### src/rtl/mngq_pkg.sv
// Shared types and constants for the MIDI note grid quantizer.
// Used by the divider, the top level and the testbench; no dependencies.
package mngq_pkg;

   localparam int TPQ_W      = 15;   // width of both configuration registers
   localparam int STEP_W     = 15;   // grid step width
   localparam int KEY_N      = 128;  // number of MIDI keys
   localparam int KEY_W      = 7;
   localparam int VEL_W      = 7;
   localparam int STATUS_W   = 8;
   localparam int TICK_IN_W  = 28;   // request tick width
   localparam int TICK_W     = 29;   // response and onset tick width
   localparam int DVD_W      = 30;   // divider dividend and quotient width
   localparam int CNT_W      = 5;    // divider iteration counter width
   localparam int CSR_IDX_W  = 1;
   localparam int REQ_DATA_W = 56;
   localparam int RSP_DATA_W = 32;

   localparam logic [TPQ_W-1:0] TPQ_RESET = 15'd480;
   localparam logic [TPQ_W-1:0] DIV_RESET = 15'd8;

   localparam logic [CNT_W-1:0] STEP_ITERS = 5'd15;
   localparam logic [CNT_W-1:0] TICK_ITERS = 5'd30;

   localparam logic [CSR_IDX_W-1:0] REG_TPQ = 1'b0;
   localparam logic [CSR_IDX_W-1:0] REG_DIV = 1'b1;

   localparam logic [3:0] STATUS_NOTE_OFF = 4'h8;
   localparam logic [3:0] STATUS_NOTE_ON  = 4'h9;

   localparam logic [1:0] KIND_OTHER   = 2'd0;
   localparam logic [1:0] KIND_ON      = 2'd1;
   localparam logic [1:0] KIND_MATCH   = 2'd2;
   localparam logic [1:0] KIND_UNMATCH = 2'd3;

   typedef struct packed {
      logic             start;
      logic [CNT_W-1:0] iters;
   } div_ctl_type;

   typedef struct packed {
      logic busy;
      logic done;
   } div_sts_type;

endpackage

### src/rtl/midi_note_grid_quantizer_top.sv
// Top level of the MIDI note grid quantizer: sequencer, key table and output register.
// Depends on mngq_pkg, mngq_div (shared divider) and mngq_ram (onset tick table).
//
//   Channel | Direction | Handshake          | Payload
//   req_    | in        | tvalid / tready    | tdata: event fields, tuser: first_of_track
//   rsp_    | out       | tvalid / tready    | tdata: new_tick, tuser: event_kind
//   csr_    | in        | valid / ready      | index, wdata (always ready)
//
// A note-on or a matched note-off goes through two passes of the shared radix-2 divider
// between request acceptance and response valid: 15 iterations to form the grid step
// and 30 iterations to round the tick or the note length.
// Other events and unmatched note-offs are answered in the cycle after acceptance.
// Reset clears all key active bits and loads 480 and 8 into the configuration registers;
// the onset table needs no clearing pass. A new request is taken only after the response
// of the previous one has been taken, so a stalled response stalls the request side.
module midi_note_grid_quantizer_top (
   input  logic                                clock,
   input  logic                                reset,
   // Request channel.
   input  logic                                req_tvalid,
   output logic                                req_tready,
   // [7:0] status_byte, [14:8] key_number, [21:15] velocity, [49:22] event_tick,
   // [55:50] zero
   input  logic [mngq_pkg::REQ_DATA_W-1:0]     req_tdata,
   // [0] first_of_track
   input  logic                                req_tuser,
   // Response channel.
   output logic                                rsp_tvalid,
   input  logic                                rsp_tready,
   // [28:0] new_tick, [31:29] zero
   output logic [mngq_pkg::RSP_DATA_W-1:0]     rsp_tdata,
   // [1:0] event_kind
   output logic [1:0]                          rsp_tuser,
   // Configuration write channel.
   input  logic                                csr_valid,
   output logic                                csr_ready,
   input  logic [mngq_pkg::CSR_IDX_W-1:0]      csr_index,
   input  logic [mngq_pkg::TPQ_W-1:0]          csr_wdata
);
   import mngq_pkg::*;

   // Sequencer states.
   localparam logic [3:0] S_IDLE  = 4'd0;  // waiting for a request
   localparam logic [3:0] S_STEP  = 4'd1;  // start the grid step division
   localparam logic [3:0] S_STEPW = 4'd2;  // wait for the grid step
   localparam logic [3:0] S_VAL   = 4'd3;  // form the value to round
   localparam logic [3:0] S_DIV   = 4'd4;  // start the rounding division
   localparam logic [3:0] S_DIVW  = 4'd5;  // wait for the rounding quotient
   localparam logic [3:0] S_MUL   = 4'd6;  // quotient times step
   localparam logic [3:0] S_FIN   = 4'd7;  // final tick, table update
   localparam logic [3:0] S_OUT   = 4'd8;  // response presented

   logic [3:0]         state_ff, state_in;
   logic [TPQ_W-1:0]   tpq_ff, tpq_in;
   logic [TPQ_W-1:0]   div_ff, div_in;
   logic [KEY_N-1:0]   key_active_ff, key_active_in;
   logic [KEY_W-1:0]   key_ff, key_in;
   logic [TICK_IN_W-1:0] tick_ff, tick_in;
   logic [1:0]         kind_ff, kind_in;
   logic [STEP_W-1:0]  step_ff, step_in;
   logic signed [30:0] val_ff, val_in;
   logic [DVD_W-1:0]   prod_ff, prod_in;
   logic [TICK_W-1:0]  new_tick_ff, new_tick_in;

   // Request fields.
   logic [3:0]           req_hi;
   logic [KEY_W-1:0]     req_key;
   logic [VEL_W-1:0]     req_vel;
   logic [TICK_IN_W-1:0] req_tick;
   logic                 req_accept;
   logic                 active_now;
   logic                 is_on;
   logic                 is_off;

   // Datapath.
   div_ctl_type         div_ctl;
   div_sts_type         div_sts;
   logic [DVD_W-1:0]    div_dividend;
   logic [STEP_W-1:0]   div_divisor;
   logic [DVD_W-1:0]    div_quotient;
   logic [TICK_W-1:0]   onset;
   logic [30:0]         val_abs;
   logic [DVD_W+STEP_W-1:0] prod_full;
   logic signed [31:0]  fin_base;
   logic signed [31:0]  fin_delta;
   logic signed [31:0]  fin_sum;
   logic [TICK_W-1:0]   fin_tick;
   logic                ram_wr_en;

   assign req_hi     = req_tdata[7:4];
   assign req_key    = req_tdata[14:8];
   assign req_vel    = req_tdata[21:15];
   assign req_tick   = req_tdata[49:22];
   assign req_tready = (state_ff == S_IDLE);
   assign req_accept = req_tvalid && req_tready;

   // A first-of-track event sees an empty key table.
   assign active_now = key_active_ff[req_key] && !req_tuser;
   assign is_on      = (req_hi == STATUS_NOTE_ON) && (req_vel != '0);
   assign is_off     = (req_hi == STATUS_NOTE_OFF) || (req_hi == STATUS_NOTE_ON);

   // The divider is shared: first ticks_per_quarter / grid_division, left-aligned so that
   // 15 iterations suffice, then the magnitude of the value to round divided by the step.
   // The divisor is read on every iteration, so its source register stays selected for the whole pass.
   assign div_ctl.start = (state_ff == S_STEP) || (state_ff == S_DIV);
   assign div_ctl.iters = (state_ff == S_STEP) ? STEP_ITERS : TICK_ITERS;
   assign val_abs       = val_ff[30] ? (~val_ff + 31'd1) : val_ff;
   assign div_dividend  = (state_ff == S_STEP) ? {tpq_ff, {STEP_W{1'b0}}} : val_abs[DVD_W-1:0];
   assign div_divisor   = ((state_ff == S_STEP) || (state_ff == S_STEPW)) ? div_ff : step_ff;

   mngq_div u_div (
      .clock    (clock),
      .reset    (reset),
      .ctl      (div_ctl),
      .dividend (div_dividend),
      .divisor  (div_divisor),
      .sts      (div_sts),
      .quotient (div_quotient)
   );

   // Onset table: read address is the latched key for the whole item, so the read data
   // is settled long before it is used. It is written only for a note-on.
   assign ram_wr_en = (state_ff == S_FIN) && (kind_ff == KIND_ON);

   mngq_ram #(
      .WIDTH (TICK_W),
      .DEPTH (KEY_N)
   ) u_onset_ram (
      .clock   (clock),
      .wr_en   (ram_wr_en),
      .wr_addr (key_ff),
      .wr_data (fin_tick),
      .rd_addr (key_ff),
      .rd_data (onset)
   );

   // The quotient magnitude times the step never exceeds the rounded magnitude, so the
   // low bits of the product are exact.
   assign prod_full = div_quotient * step_ff;

   // Final tick: the onset (for a note-off) plus the signed rounded value. The quotient
   // truncates toward zero because the magnitude was divided and the sign put back here.
   // A tick below zero is clamped to zero.
   assign fin_base  = (kind_ff == KIND_ON) ? 32'sd0 : $signed({3'b000, onset});
   assign fin_delta = val_ff[30] ? -$signed({2'b00, prod_ff}) : $signed({2'b00, prod_ff});
   assign fin_sum   = fin_base + fin_delta;
   assign fin_tick  = fin_sum[31] ? '0 : fin_sum[TICK_W-1:0];

   // Configuration writes are always taken.
   assign csr_ready = 1'b1;

   always_comb begin
      tpq_in = tpq_ff;
      div_in = div_ff;
      if (csr_valid) begin
         unique case (csr_index)
            REG_TPQ: tpq_in = csr_wdata;
            REG_DIV: div_in = csr_wdata;
         endcase
      end
   end

   always_comb begin
      state_in      = state_ff;
      key_active_in = key_active_ff;
      key_in        = key_ff;
      tick_in       = tick_ff;
      kind_in       = kind_ff;
      step_in       = step_ff;
      val_in        = val_ff;
      prod_in       = prod_ff;
      new_tick_in   = new_tick_ff;

      unique case (state_ff)
         S_IDLE: begin
            if (req_accept) begin
               key_in  = req_key;
               tick_in = req_tick;
               if (req_tuser) begin
                  key_active_in = '0;
               end
               if (is_on) begin
                  kind_in  = KIND_ON;
                  state_in = S_STEP;
               end else if (is_off && active_now) begin
                  kind_in  = KIND_MATCH;
                  state_in = S_STEP;
               end else begin
                  // Unmatched note-offs and other events keep their tick.
                  kind_in     = is_off ? KIND_UNMATCH : KIND_OTHER;
                  new_tick_in = {1'b0, req_tick};
                  state_in    = S_OUT;
               end
            end
         end
         S_STEP: begin
            state_in = S_STEPW;
         end
         S_STEPW: begin
            if (div_sts.done) begin
               // A zero divisor or a zero quotient gives a step of one.
               if ((div_ff == '0) || (div_quotient[STEP_W-1:0] == '0)) begin
                  step_in = STEP_W'(1);
               end else begin
                  step_in = div_quotient[STEP_W-1:0];
               end
               state_in = S_VAL;
            end
         end
         S_VAL: begin
            // Note-on rounds the tick; note-off rounds the length from the onset.
            if (kind_ff == KIND_ON) begin
               val_in = $signed({3'b000, tick_ff}) + $signed({17'd0, step_ff[STEP_W-1:1]});
            end else begin
               val_in = $signed({3'b000, tick_ff}) - $signed({2'b00, onset})
                      + $signed({17'd0, step_ff[STEP_W-1:1]});
            end
            state_in = S_DIV;
         end
         S_DIV: begin
            state_in = S_DIVW;
         end
         S_DIVW: begin
            if (div_sts.done) begin
               state_in = S_MUL;
            end
         end
         S_MUL: begin
            prod_in  = prod_full[DVD_W-1:0];
            state_in = S_FIN;
         end
         S_FIN: begin
            new_tick_in            = fin_tick;
            key_active_in[key_ff]  = (kind_ff == KIND_ON);
            state_in               = S_OUT;
         end
         S_OUT: begin
            if (rsp_tready) begin
               state_in = S_IDLE;
            end
         end
         default: begin
            state_in = S_IDLE;
         end
      endcase
   end

   always_ff @(posedge clock) begin
      if (reset) begin
         state_ff      <= S_IDLE;
         key_active_ff <= '0;
         tpq_ff        <= TPQ_RESET;
         div_ff        <= DIV_RESET;
      end else begin
         state_ff      <= state_in;
         key_active_ff <= key_active_in;
         tpq_ff        <= tpq_in;
         div_ff        <= div_in;
      end
   end

   always_ff @(posedge clock) begin
      key_ff      <= key_in;
      tick_ff     <= tick_in;
      kind_ff     <= kind_in;
      step_ff     <= step_in;
      val_ff      <= val_in;
      prod_ff     <= prod_in;
      new_tick_ff <= new_tick_in;
   end

   assign rsp_tvalid = (state_ff == S_OUT);
   assign rsp_tdata  = {{(RSP_DATA_W-TICK_W){1'b0}}, new_tick_ff};
   assign rsp_tuser  = kind_ff;

`ifndef SYNTH
   // The block holds one item at a time: never ready for a request while a response waits.
   a_one_item : assert property (@(posedge clock) disable iff (reset)
      !(req_tready && rsp_tvalid))
      else $error("request taken while a response is pending");

   // The shared divider is quiet whenever the sequencer is idle.
   a_div_quiet : assert property (@(posedge clock) disable iff (reset)
      (state_ff == S_IDLE) |-> !div_sts.busy)
      else $error("divider busy while sequencer idle");

   // Events that are not quantized leave with their original tick.
   a_pass_tick : assert property (@(posedge clock) disable iff (reset)
      (rsp_tvalid && ((rsp_tuser == KIND_OTHER) || (rsp_tuser == KIND_UNMATCH)))
      |-> (rsp_tdata[TICK_W-1:0] == {1'b0, tick_ff}))
      else $error("pass-through event changed its tick");

   // A first-of-track request empties the key table.
   a_track_clear : assert property (@(posedge clock) disable iff (reset)
      (req_accept && req_tuser) |=> (key_active_ff == '0))
      else $error("key table not cleared at start of track");
`endif

endmodule

### src/rtl/mngq_ram.sv
// Generic simple dual-port RAM: one write port, one read port with registered read data.
// No dependencies.
module mngq_ram #(
   parameter int WIDTH = 8,
   parameter int DEPTH = 16
) (
   input  logic                     clock,
   input  logic                     wr_en,
   input  logic [$clog2(DEPTH)-1:0] wr_addr,
   input  logic [WIDTH-1:0]         wr_data,
   input  logic [$clog2(DEPTH)-1:0] rd_addr,
   output logic [WIDTH-1:0]         rd_data
);

   logic [WIDTH-1:0] mem_ff [DEPTH];
   logic [WIDTH-1:0] rd_data_ff;

   always_ff @(posedge clock) begin
      if (wr_en) begin
         mem_ff[wr_addr] <= wr_data;
      end
      rd_data_ff <= mem_ff[rd_addr];
   end

   assign rd_data = rd_data_ff;

endmodule

### src/rtl/mngq_div.sv
// Shared radix-2 restoring divider, one quotient bit per cycle.
// Depends on mngq_pkg for widths and the control and status structs.
module mngq_div (
   input  logic                             clock,
   input  logic                             reset,
   input  mngq_pkg::div_ctl_type            ctl,
   input  logic [mngq_pkg::DVD_W-1:0]       dividend,
   input  logic [mngq_pkg::STEP_W-1:0]      divisor,
   output mngq_pkg::div_sts_type            sts,
   output logic [mngq_pkg::DVD_W-1:0]       quotient
);
   import mngq_pkg::*;

   logic             busy_ff, busy_in;
   logic             done_ff, done_in;
   logic [CNT_W-1:0] cnt_ff, cnt_in;
   logic [STEP_W-1:0] rem_ff, rem_in;
   logic [DVD_W-1:0]  dvd_ff, dvd_in;
   logic [DVD_W-1:0]  quo_ff, quo_in;

   logic [STEP_W:0]   shifted;
   logic [STEP_W+1:0] diff;
   logic              fits;

   // Bring down the next dividend bit and try to subtract the divisor.
   assign shifted = {rem_ff, dvd_ff[DVD_W-1]};
   assign diff    = {1'b0, shifted} - {2'b00, divisor};
   assign fits    = !diff[STEP_W+1];

   always_comb begin
      busy_in = busy_ff;
      done_in = 1'b0;
      cnt_in  = cnt_ff;
      rem_in  = rem_ff;
      dvd_in  = dvd_ff;
      quo_in  = quo_ff;
      if (ctl.start) begin
         busy_in = 1'b1;
         cnt_in  = ctl.iters;
         rem_in  = '0;
         dvd_in  = dividend;
         quo_in  = '0;
      end else if (busy_ff) begin
         cnt_in = cnt_ff - 1'b1;
         rem_in = fits ? diff[STEP_W-1:0] : shifted[STEP_W-1:0];
         dvd_in = {dvd_ff[DVD_W-2:0], 1'b0};
         quo_in = {quo_ff[DVD_W-2:0], fits};
         if (cnt_ff == CNT_W'(1)) begin
            busy_in = 1'b0;
            done_in = 1'b1;
         end
      end
   end

   always_ff @(posedge clock) begin
      if (reset) begin
         busy_ff <= 1'b0;
         done_ff <= 1'b0;
         cnt_ff  <= '0;
      end else begin
         busy_ff <= busy_in;
         done_ff <= done_in;
         cnt_ff  <= cnt_in;
      end
   end

   always_ff @(posedge clock) begin
      rem_ff <= rem_in;
      dvd_ff <= dvd_in;
      quo_ff <= quo_in;
   end

   assign sts.busy = busy_ff;
   assign sts.done = done_ff;
   assign quotient = quo_ff;

endmodule

### config.mk
export PLATFORM = sky130hd
export DESIGN_NAME = midi_note_grid_quantizer_top
export DESIGN_NICKNAME = d
export VERILOG_FILES = /design/src/rtl/mngq_pkg.sv /design/src/rtl/midi_note_grid_quantizer_top.sv /design/src/rtl/mngq_ram.sv /design/src/rtl/mngq_div.sv
export SDC_FILE = /design/constraint.sdc
export NUM_CORES = 2
export LEC_CHECK = 0
export BUFFER_PORTS_ARGS = -buffer_cell sky130_fd_sc_hd__buf_4
export CAP_MARGIN = 25
export CORE_MARGIN = 2
export CORE_UTILIZATION = 50
export CTS_CLUSTER_DIAMETER = 120
export DETAILED_ROUTE_END_ITERATION = 7
export PLACE_DENSITY = 0.62
export SYNTH_ARGS = -nofsm -noshare
export SYNTH_HDL_FRONTEND = slang
export SYNTH_SLANG_ARGS = --single-unit
export TNS_END_PERCENT = 10
### constraint.sdc
create_clock -name clock -period 16.4 [get_ports clock]
set_clock_uncertainty 0.15 [all_clocks]
set_input_delay 1.64 -clock clock [delete_from_list [all_inputs] [get_ports clock]]
set_output_delay 1.64 -clock clock [all_outputs]
set_load 0.02 [all_outputs]
==> Word level (Yosys, flattened, before mapping) <==
Memories as Yosys holds them, arrays and structs flattened. A register that Yosys moved wholly into a read port is not among the register bits.
Index checks and enable logic that the tools add are counted.
{ "word_totals": {"ff_bits": 386, "memories": 1, "ram_bits": 3712, "inputBits": 78} }
{ "memory_table": {"columns": ["name", "words", "width", "read_ports", "rd_ports_with_merged_regs", "write_ports", "line_no", "text"], "rows": [
  ["u_onset_ram.mem_ff", 128, 29, 1, 1, 1, "mngq_ram.sv:15", "logic [WIDTH-1:0] mem_ff [DEPTH];"]
]} }
{ "classes": {"reduce_logical": 26, "magnitude_cmp": 3, "multipliers": 1, "bitwise": 3, "eq_ne": 19, "muxes": 40, "n_addsub": 8} }
{ "op_table": {"columns": ["operator", "count"], "rows": [
  ["2-to-1 mux 128 bit", 2],
  ["case mux 128 bit (2 select lines)", 1],
  ["2-to-1 mux 29 bit", 5],
  ["bitwise mux 128 bit", 1],
  ["2-to-1 mux 30 bit", 4],
  ["case mux 29 bit (2 select lines)", 1],
  ["case mux 4 bit (9 select lines)", 1],
  ["adder 30 x 32 -> 32 bit", 1],
  ["2-to-1 mux 32 bit", 1],
  ["negation 30 -> 32 bit", 1],
  ["adder 30 x 15 -> 31 bit", 1],
  ["2-to-1 mux 31 bit", 1],
  ["adder 30 x 1 -> 30 bit, second input constant", 1],
  ["logical NOT 15 bit", 2],
  ["multiplier 30 x 15 -> 30 bit", 1],
  ["2-to-1 mux 15 bit", 2],
  ["inverter 30 bit", 1],
  ["subtractor 28 x 29 -> 30 bit", 1],
  ["adder 28 x 14 -> 29 bit", 1],
  ["2-to-1 mux 4 bit", 6],
  ["subtractor 16 x 15 -> 17 bit", 1],
  ["== test 4 x 3 -> 1 bit, second input constant", 4],
  ["less-than comparator 7 x 8 -> 1 bit, second input constant", 2],
  ["2-to-1 mux 5 bit", 3],
  ["24 further kinds", 55]
]} }

==> Depth between registers and ports, before layout <==
{ "logic_depth": {"depth_word": 8, "mapped_depth": 26, "ltp_nobuf": 24} }

==> Modules after synthesis <==
Synthesis repeated with hierarchy kept, for this count alone.
{ "unflattened": {"cells_unflattened": 9276, "hier_area_um2": 175311.9} }
{ "modules_own_cells": {"columns": ["mod", "cells_each", "seq_area_each_um2", "n_inst", "area_per_inst_um2"], "rows": [
  ["mngq_ram", 5445, 112047.5, 1, 141715.9],
  ["midi_note_grid_quantizer_top", 3437, 7507.2, 1, 29490.8],
  ["mngq_div", 394, 1941.9, 1, 4105.2]
]} }

==> Worst setup path after synthesis <==
Ideal clock, no wire load.
{ "synth_path": {"kind": "reg2reg", "startpoint": "register prod_ff[7]", "endpoint": "memory u_onset_ram.mem_ff[0][19] (netlist name) (data pin)", "setup_time_ps": 1237, "arrival_ps": 9005, "t_required_ps": 15013, "path_stages_with_launch": 17, "slack_ps": 6007, "path_cell_list": "edfxtp_1 > or4_1 > or3_4 > or3_1 > or2_2 > o21ai_0 > xnor2_1 > ha_1 > clkbuf_1 > a21oi_1 > o21ai_0 > o22a_1 > nand3_1 > o21ai_0 > a2111o_1 > nand2_1 > a211oi_1"} }
{ "synth_via": {"elab_chain_cells": 4} }
{ "synth_rtl": {"columns": ["item", "line_no", "text"], "rows": [
  ["start, declared", "midi_note_grid_quantizer_top.sv:62", "logic [DVD_W-1:0] prod_ff, prod_in;"],
  ["start signal, assigned", "midi_note_grid_quantizer_top.sv:268", "prod_ff <= prod_in;"],
  ["negation 30 -> 32 bit", "midi_note_grid_quantizer_top.sv:145", "assign fin_delta = val_ff[30] ? -$signed({2'b00, prod_ff}) : $signed({2'b00, prod_ff});"],
  ["2-to-1 mux 32 bit *", "midi_note_grid_quantizer_top.sv:145", null],
  ["adder 30 x 32 -> 32 bit *", "midi_note_grid_quantizer_top.sv:146", "assign fin_sum = fin_base + fin_delta;"],
  ["2-to-1 mux 29 bit *", "midi_note_grid_quantizer_top.sv:147", "assign fin_tick = fin_sum[31] ? '0 : fin_sum[TICK_W-1:0];"],
  ["net fin_tick[19]", "midi_note_grid_quantizer_top.sv:87", "logic [TICK_W-1:0] fin_tick;"],
  ["end, declared", "mngq_ram.sv:15", null]
]} }
Mark *: on every way through the listed nets, which the timed path passes. The rest lies on a longest branch.

==> Worst setup path in the final report <==
{ "layout_path": {"startpoint": "register prod_ff[7]", "endpoint": "memory u_onset_ram.mem_ff[118][20] (netlist name) (data pin)"} }
Same word-level chain as after synthesis.

==> summary.txt <==
Yosys
  – Yosys warnings: 0
  – Yosys top cell area share: a little over two thirds
  – Synth Area in Adders: approximately 4.4%
  – Synth Area in Simple Gates: 4.48%
  – Largest family of logic cells by synthesized area: compound AO/OA/AOI/OAI gates
  – Multiplexer share of the synthesized area: less than 1%
  – Syn Inst Count: 10.8k
  – Sequential fraction of the synthesis area: between 70 and 80%
  – Synthesis-stage register bit count: 4127
  – Xor/xnor share of the synthesized area: 1.07%
  – Mapped Area: 167000 sq um
  – Synth area leaders: edfxtp_1, a22oi_1, fa_1, dfxtp_1, a221oi_1
  – Area leader, netlist: edfxtp_1
  – Syn_area_per_cell: between 15 and 20 sq um
  – Post-synthesis compound-gate area fraction: between 10% and 20%
  – EDFF count, synth: 3884
  – Post-synth ARST share: 0%
  – Ys flop type: edfxtp_1
  – Netlist cell types: 80

Worst setup path
  – Worst-path fanout max: between 70 and 80
  – Slowest CP cell: nor2_4
  – Critical path class: flip-flop to flip-flop
  – CP delay by family, top: simple AND/OR/NAND/NOR gates
  – Max incr delay on CP: ~790 ps
  – Crit path DAT: between 8000 and 9000 ps
  – Crit start category: flip-flop
  – Req. time, crit path: around 17000 ps
  – Crit-path cells: or4_1, or3_4, or3_1, or2_2, o21ai_0, xnor2_1, ha_1, a21oi_1, o21ai_0, o22a_1, nand3_1, o21ai_0, a2111o_1, nand2_4, buf_4, nor2_4, buf_4, buf_4
  – Worst R2R Start: prod_ff[7]$_DFFE_PP_
  – Reg2reg setup slack: between 8000 and 9000 ps
  – WP buf/inv: 3
  – Worst Reg2Reg Path Length in Cells: 18
  – R2R Path End: u_onset_ram.mem_ff[118][20]$_DFFE_PP_
  – Critical Path End Type: flip-flop

Hold path
  – Min-delay src: tpq_ff[9]$_SDFFE_PP0P_
  – Worst hold stages: 2
  – Worst hold path class: flip-flop to flip-flop
  – Hold endpoint: tpq_ff[9]$_SDFFE_PP0P_

STA
  – Final setup vio count: 0
  – Final hold violations: 0
  – Minimum clock period: 7570 ps
  – Slew @ Worst Pin: approximately 1400 ps
  – Slew Limit Headroom: 7.99%
  – Fin worst setup slack: 8830 ps
  – Slew Limit Fails: 0
  – Period utilization: a little under half
  – Max Fclk: about 130 MHz
  – RSZ-0062 raised after global routing: no
  – Hold Slack: between 300 and 400 ps
  – Setup TNS Final: 0 ps

Drt
  – DRT iter0 DRCs: 16.1k
  – WL met3: 66300 um
  – DRT Pass-1 Iters: 8
  – Via-to-Cell Ratio: approximately 6.7
  – Vias: approximately 110k
  – Routed Wire Length: 541000 um
  – Top layer reached by signal wires: met5
  – Antenna-violating nets left: 0
  – DRC Markers: 0
  – Met1 WL: 202000 um
  – Met2 Routed Length: 243000 um
  – WL per Instance: about 34 um

Placement
  – Placer Congestion: ~0.94
  – Port Buffers: 100
  – Cell Area, Placed: between 150000 and 200000 sq um
  – Pre-CTS setup slack: roughly 9000 ps
  – Hpwl dp: 318000 um

Power
  – P_sw: roughly 6.5 mW
  – VDD IR max: 0.112 mV
  – Pwr dens: approximately 130 nW/um^2
  – Switching part of the total: 26.1%
  – Sequential power share: between 40% and 50%
  – Cell internal pwr: between 15 and 20 mW
  – Combinational power share: around an eighth
  – Power share of the clock group: a little under two fifths
  – Pleak: 62.9 nW

CTS
  – Worst-Skew Late Latency: between 1000 and 1500 ps
  – Post_cts resized: 0
  – H-tree Lvls: 5
  – CTS buffer count: about 420
  – Clock tree from TritonCTS: done
  – Hold_buf cts: 0
  – # clock sinks: between 4k and 5k
  – Root Driver: clkbuf_16
  – CTS clock-pin slew for the worst setup and hold paths: 60 ps
  – Post-CTS setup buffer count: 0
  – Clock buffer depth: 4

Finish
  – Post-route cell area: 189000 sq um
  – Fillcell total: around 26k
  – Layout area overhead: 12.9%
  – Layout Nets: approximately 12k
  – Share of layout cells above drive strength 1: 11.4%

Floorplan
  – Die width: 583 um
  – # IOs: about 120
  – Initial core utilization: between 50% and 60%
  – Placeable core area: about 330000 sq um
  – Die Area: between 300000 and 400000 sq um
  – Die Ht: ~580 um
  – Core Rows: 212

GRT
  – Grt ovf: 0
  – GRT Overall Usage: between 30% and 40%
  – Largest net degree at the start of global routing: 178
  – Initial antenna violation count: 56
  – First-pass GRT wire length: approximately 750000 um
  – Vias in the first global route: roughly 100k

Outcome
  – Outcome: completed

Run
  – Number of max-cap violations: 0
-- flip-flops by register name, summed over array words and instances, names as in the netlist --
register,cells
prod_ff,30
val_ff,31
div_ff,15
rsp_tuser,2
tick_ff,28
u_div.busy_ff,1
u_div.rem_ff,15
u_div.cnt_ff,5
state_ff,4
u_onset_ram.rd_data,29
new_tick_ff,29
tpq_ff,15
u_div.dvd_ff,30
step_ff,15
u_div.quotient,30
key_active_ff,128
u_onset_ram.mem_ff,3712
u_div.done_ff,1
key_ff,7
-- cell type report --
cell class / count / area [sq um] / area share, %
flip-flops and latches: 4127 / 121000 / 64.3
clock buffers: 532 / 11100 / 5.90
clock inverters: 238 / 2240 / 1.19
well taps: 4387 / 5490 / 2.91
multi-input cells: 5466 / 41700 / 22.1
inverters: 498 / 1870 / 0.990
repair buffers: 540 / 4810 / 2.55
diodes: 38 / 95.1 / 0.0503
-- power by group through the flow --
stage | logic [mW] | registers [mW] | clock network, mW
detailed placement | 3.16 | 12.5 | 0
floorplan | 1.72 | 12.6 | 0
global placement | 3.04 | 12.5 | 0
finish | 3.28 | 12.3 | 9.38
global route | 3.46 | 12.3 | 9.84
CTS | 3.17 | 12.3 | 9.43
-- worst reg2reg max path, cell delays in order, from the launching register on --
cell and delay, ps:
edfxtp_1 450, or4_1 580, or3_4 380, or3_1 430
or2_2 310, o21ai_0 210, xnor2_1 160, ha_1 440
a21oi_1 110, o21ai_0 230, o22a_1 220, nand3_1 70
o21ai_0 310, a2111o_1 290, nand2_4 170, buf_4 430
nor2_4 830, buf_4 610, buf_4 780
-- metal layers --
metal | GRT usage [%] | vias up
li1 | - | 43400
met1 | 42.5 | 54200
met2 | 47.1 | 6998
met3 | 7.76 | 1112
met4 | 15.2 | 22
met5 | 0 | -
-- cell usage after synthesis, drive strengths merged, types with 45 or more instances --
library cell,instances
edfxtp,3884
a22oi,1159
inv,498
fa,268
mux2i,52
ha,161
nor3,63
a21oi,460
a22o,361
clkbuf,498
xnor2,132
o31ai,45
mux4,45
nor4,54
nand4,204
buf,226
nor2,214
xor2,72
a31oi,256
o211ai,55
nand2,527
and2,209
o21ai,330
nand3,78
a221oi,364
dfxtp,243
-- metrics by stage --
stage	std cells	power, mW	utilization (%)
finish	15800	24.9	56.7
global route	15800	25.6	56.7
CTS	15800	24.9	56.6
detailed placement	15000	15.7	52.5
global placement	15000	15.5	52.4
floorplan	10800	14.3	-
-- how the worst max path moves through the flow --
stage,start,cells after the start,to,slack [ps]
6_report,prod_ff[7]$_DFFE_PP_,18,u_onset_ram.mem_ff[118][20]$_DFFE_PP_,8830
5_1_grt,prod_ff[7]$_DFFE_PP_,18,u_onset_ram.mem_ff[3][20]$_DFFE_PP_,8440
4_1_cts,prod_ff[7]$_DFFE_PP_,18,u_onset_ram.mem_ff[22][28]$_DFFE_PP_,8920
3_5_place_dp,prod_ff[7]$_DFFE_PP_,18,u_onset_ram.mem_ff[56][28]$_DFFE_PP_,8960
3_3_place_gp,prod_ff[7]$_DFFE_PP_,17,u_onset_ram.mem_ff[56][28]$_DFFE_PP_,9110
2_1_floorplan,prod_ff[7]$_DFFE_PP_,16,u_onset_ram.mem_ff[0][19]$_DFFE_PP_,6010
-- kinds of logic after synthesis --
family | after synthesis
buf+inv | 1222
fa+ha+maj | 429
flops | 4127
other cells | 2
xor+xnor | 204
compound gates | 3215
simple gates | 1507
mux | 107
-- cells in the final DEF (no fill, tap or decap), drive strengths merged, types with 52 or more instances in the layout --
cell type  netlist  final
mux2i           52     52
nor4            54     54
xor2            72     72
nand2          527    527
xnor2          132    132
a221oi         364    364
a21oi          460    460
clkinv           0    183
o211ai          55     55
dfxtp          243    243
nand4          204    204
and2           209    209
buf            226    538
a22o           361    361
inv            498    507
nor2           214    214
a22oi         1159   1159
nor3            63     63
o21ai          330    330
ha             161    161
nand3           78     78
clkbuf         498    534
edfxtp        3884   3884
a31oi          256    256
fa             268    268
Note: power is estimated with default switching activity, not from simulation.
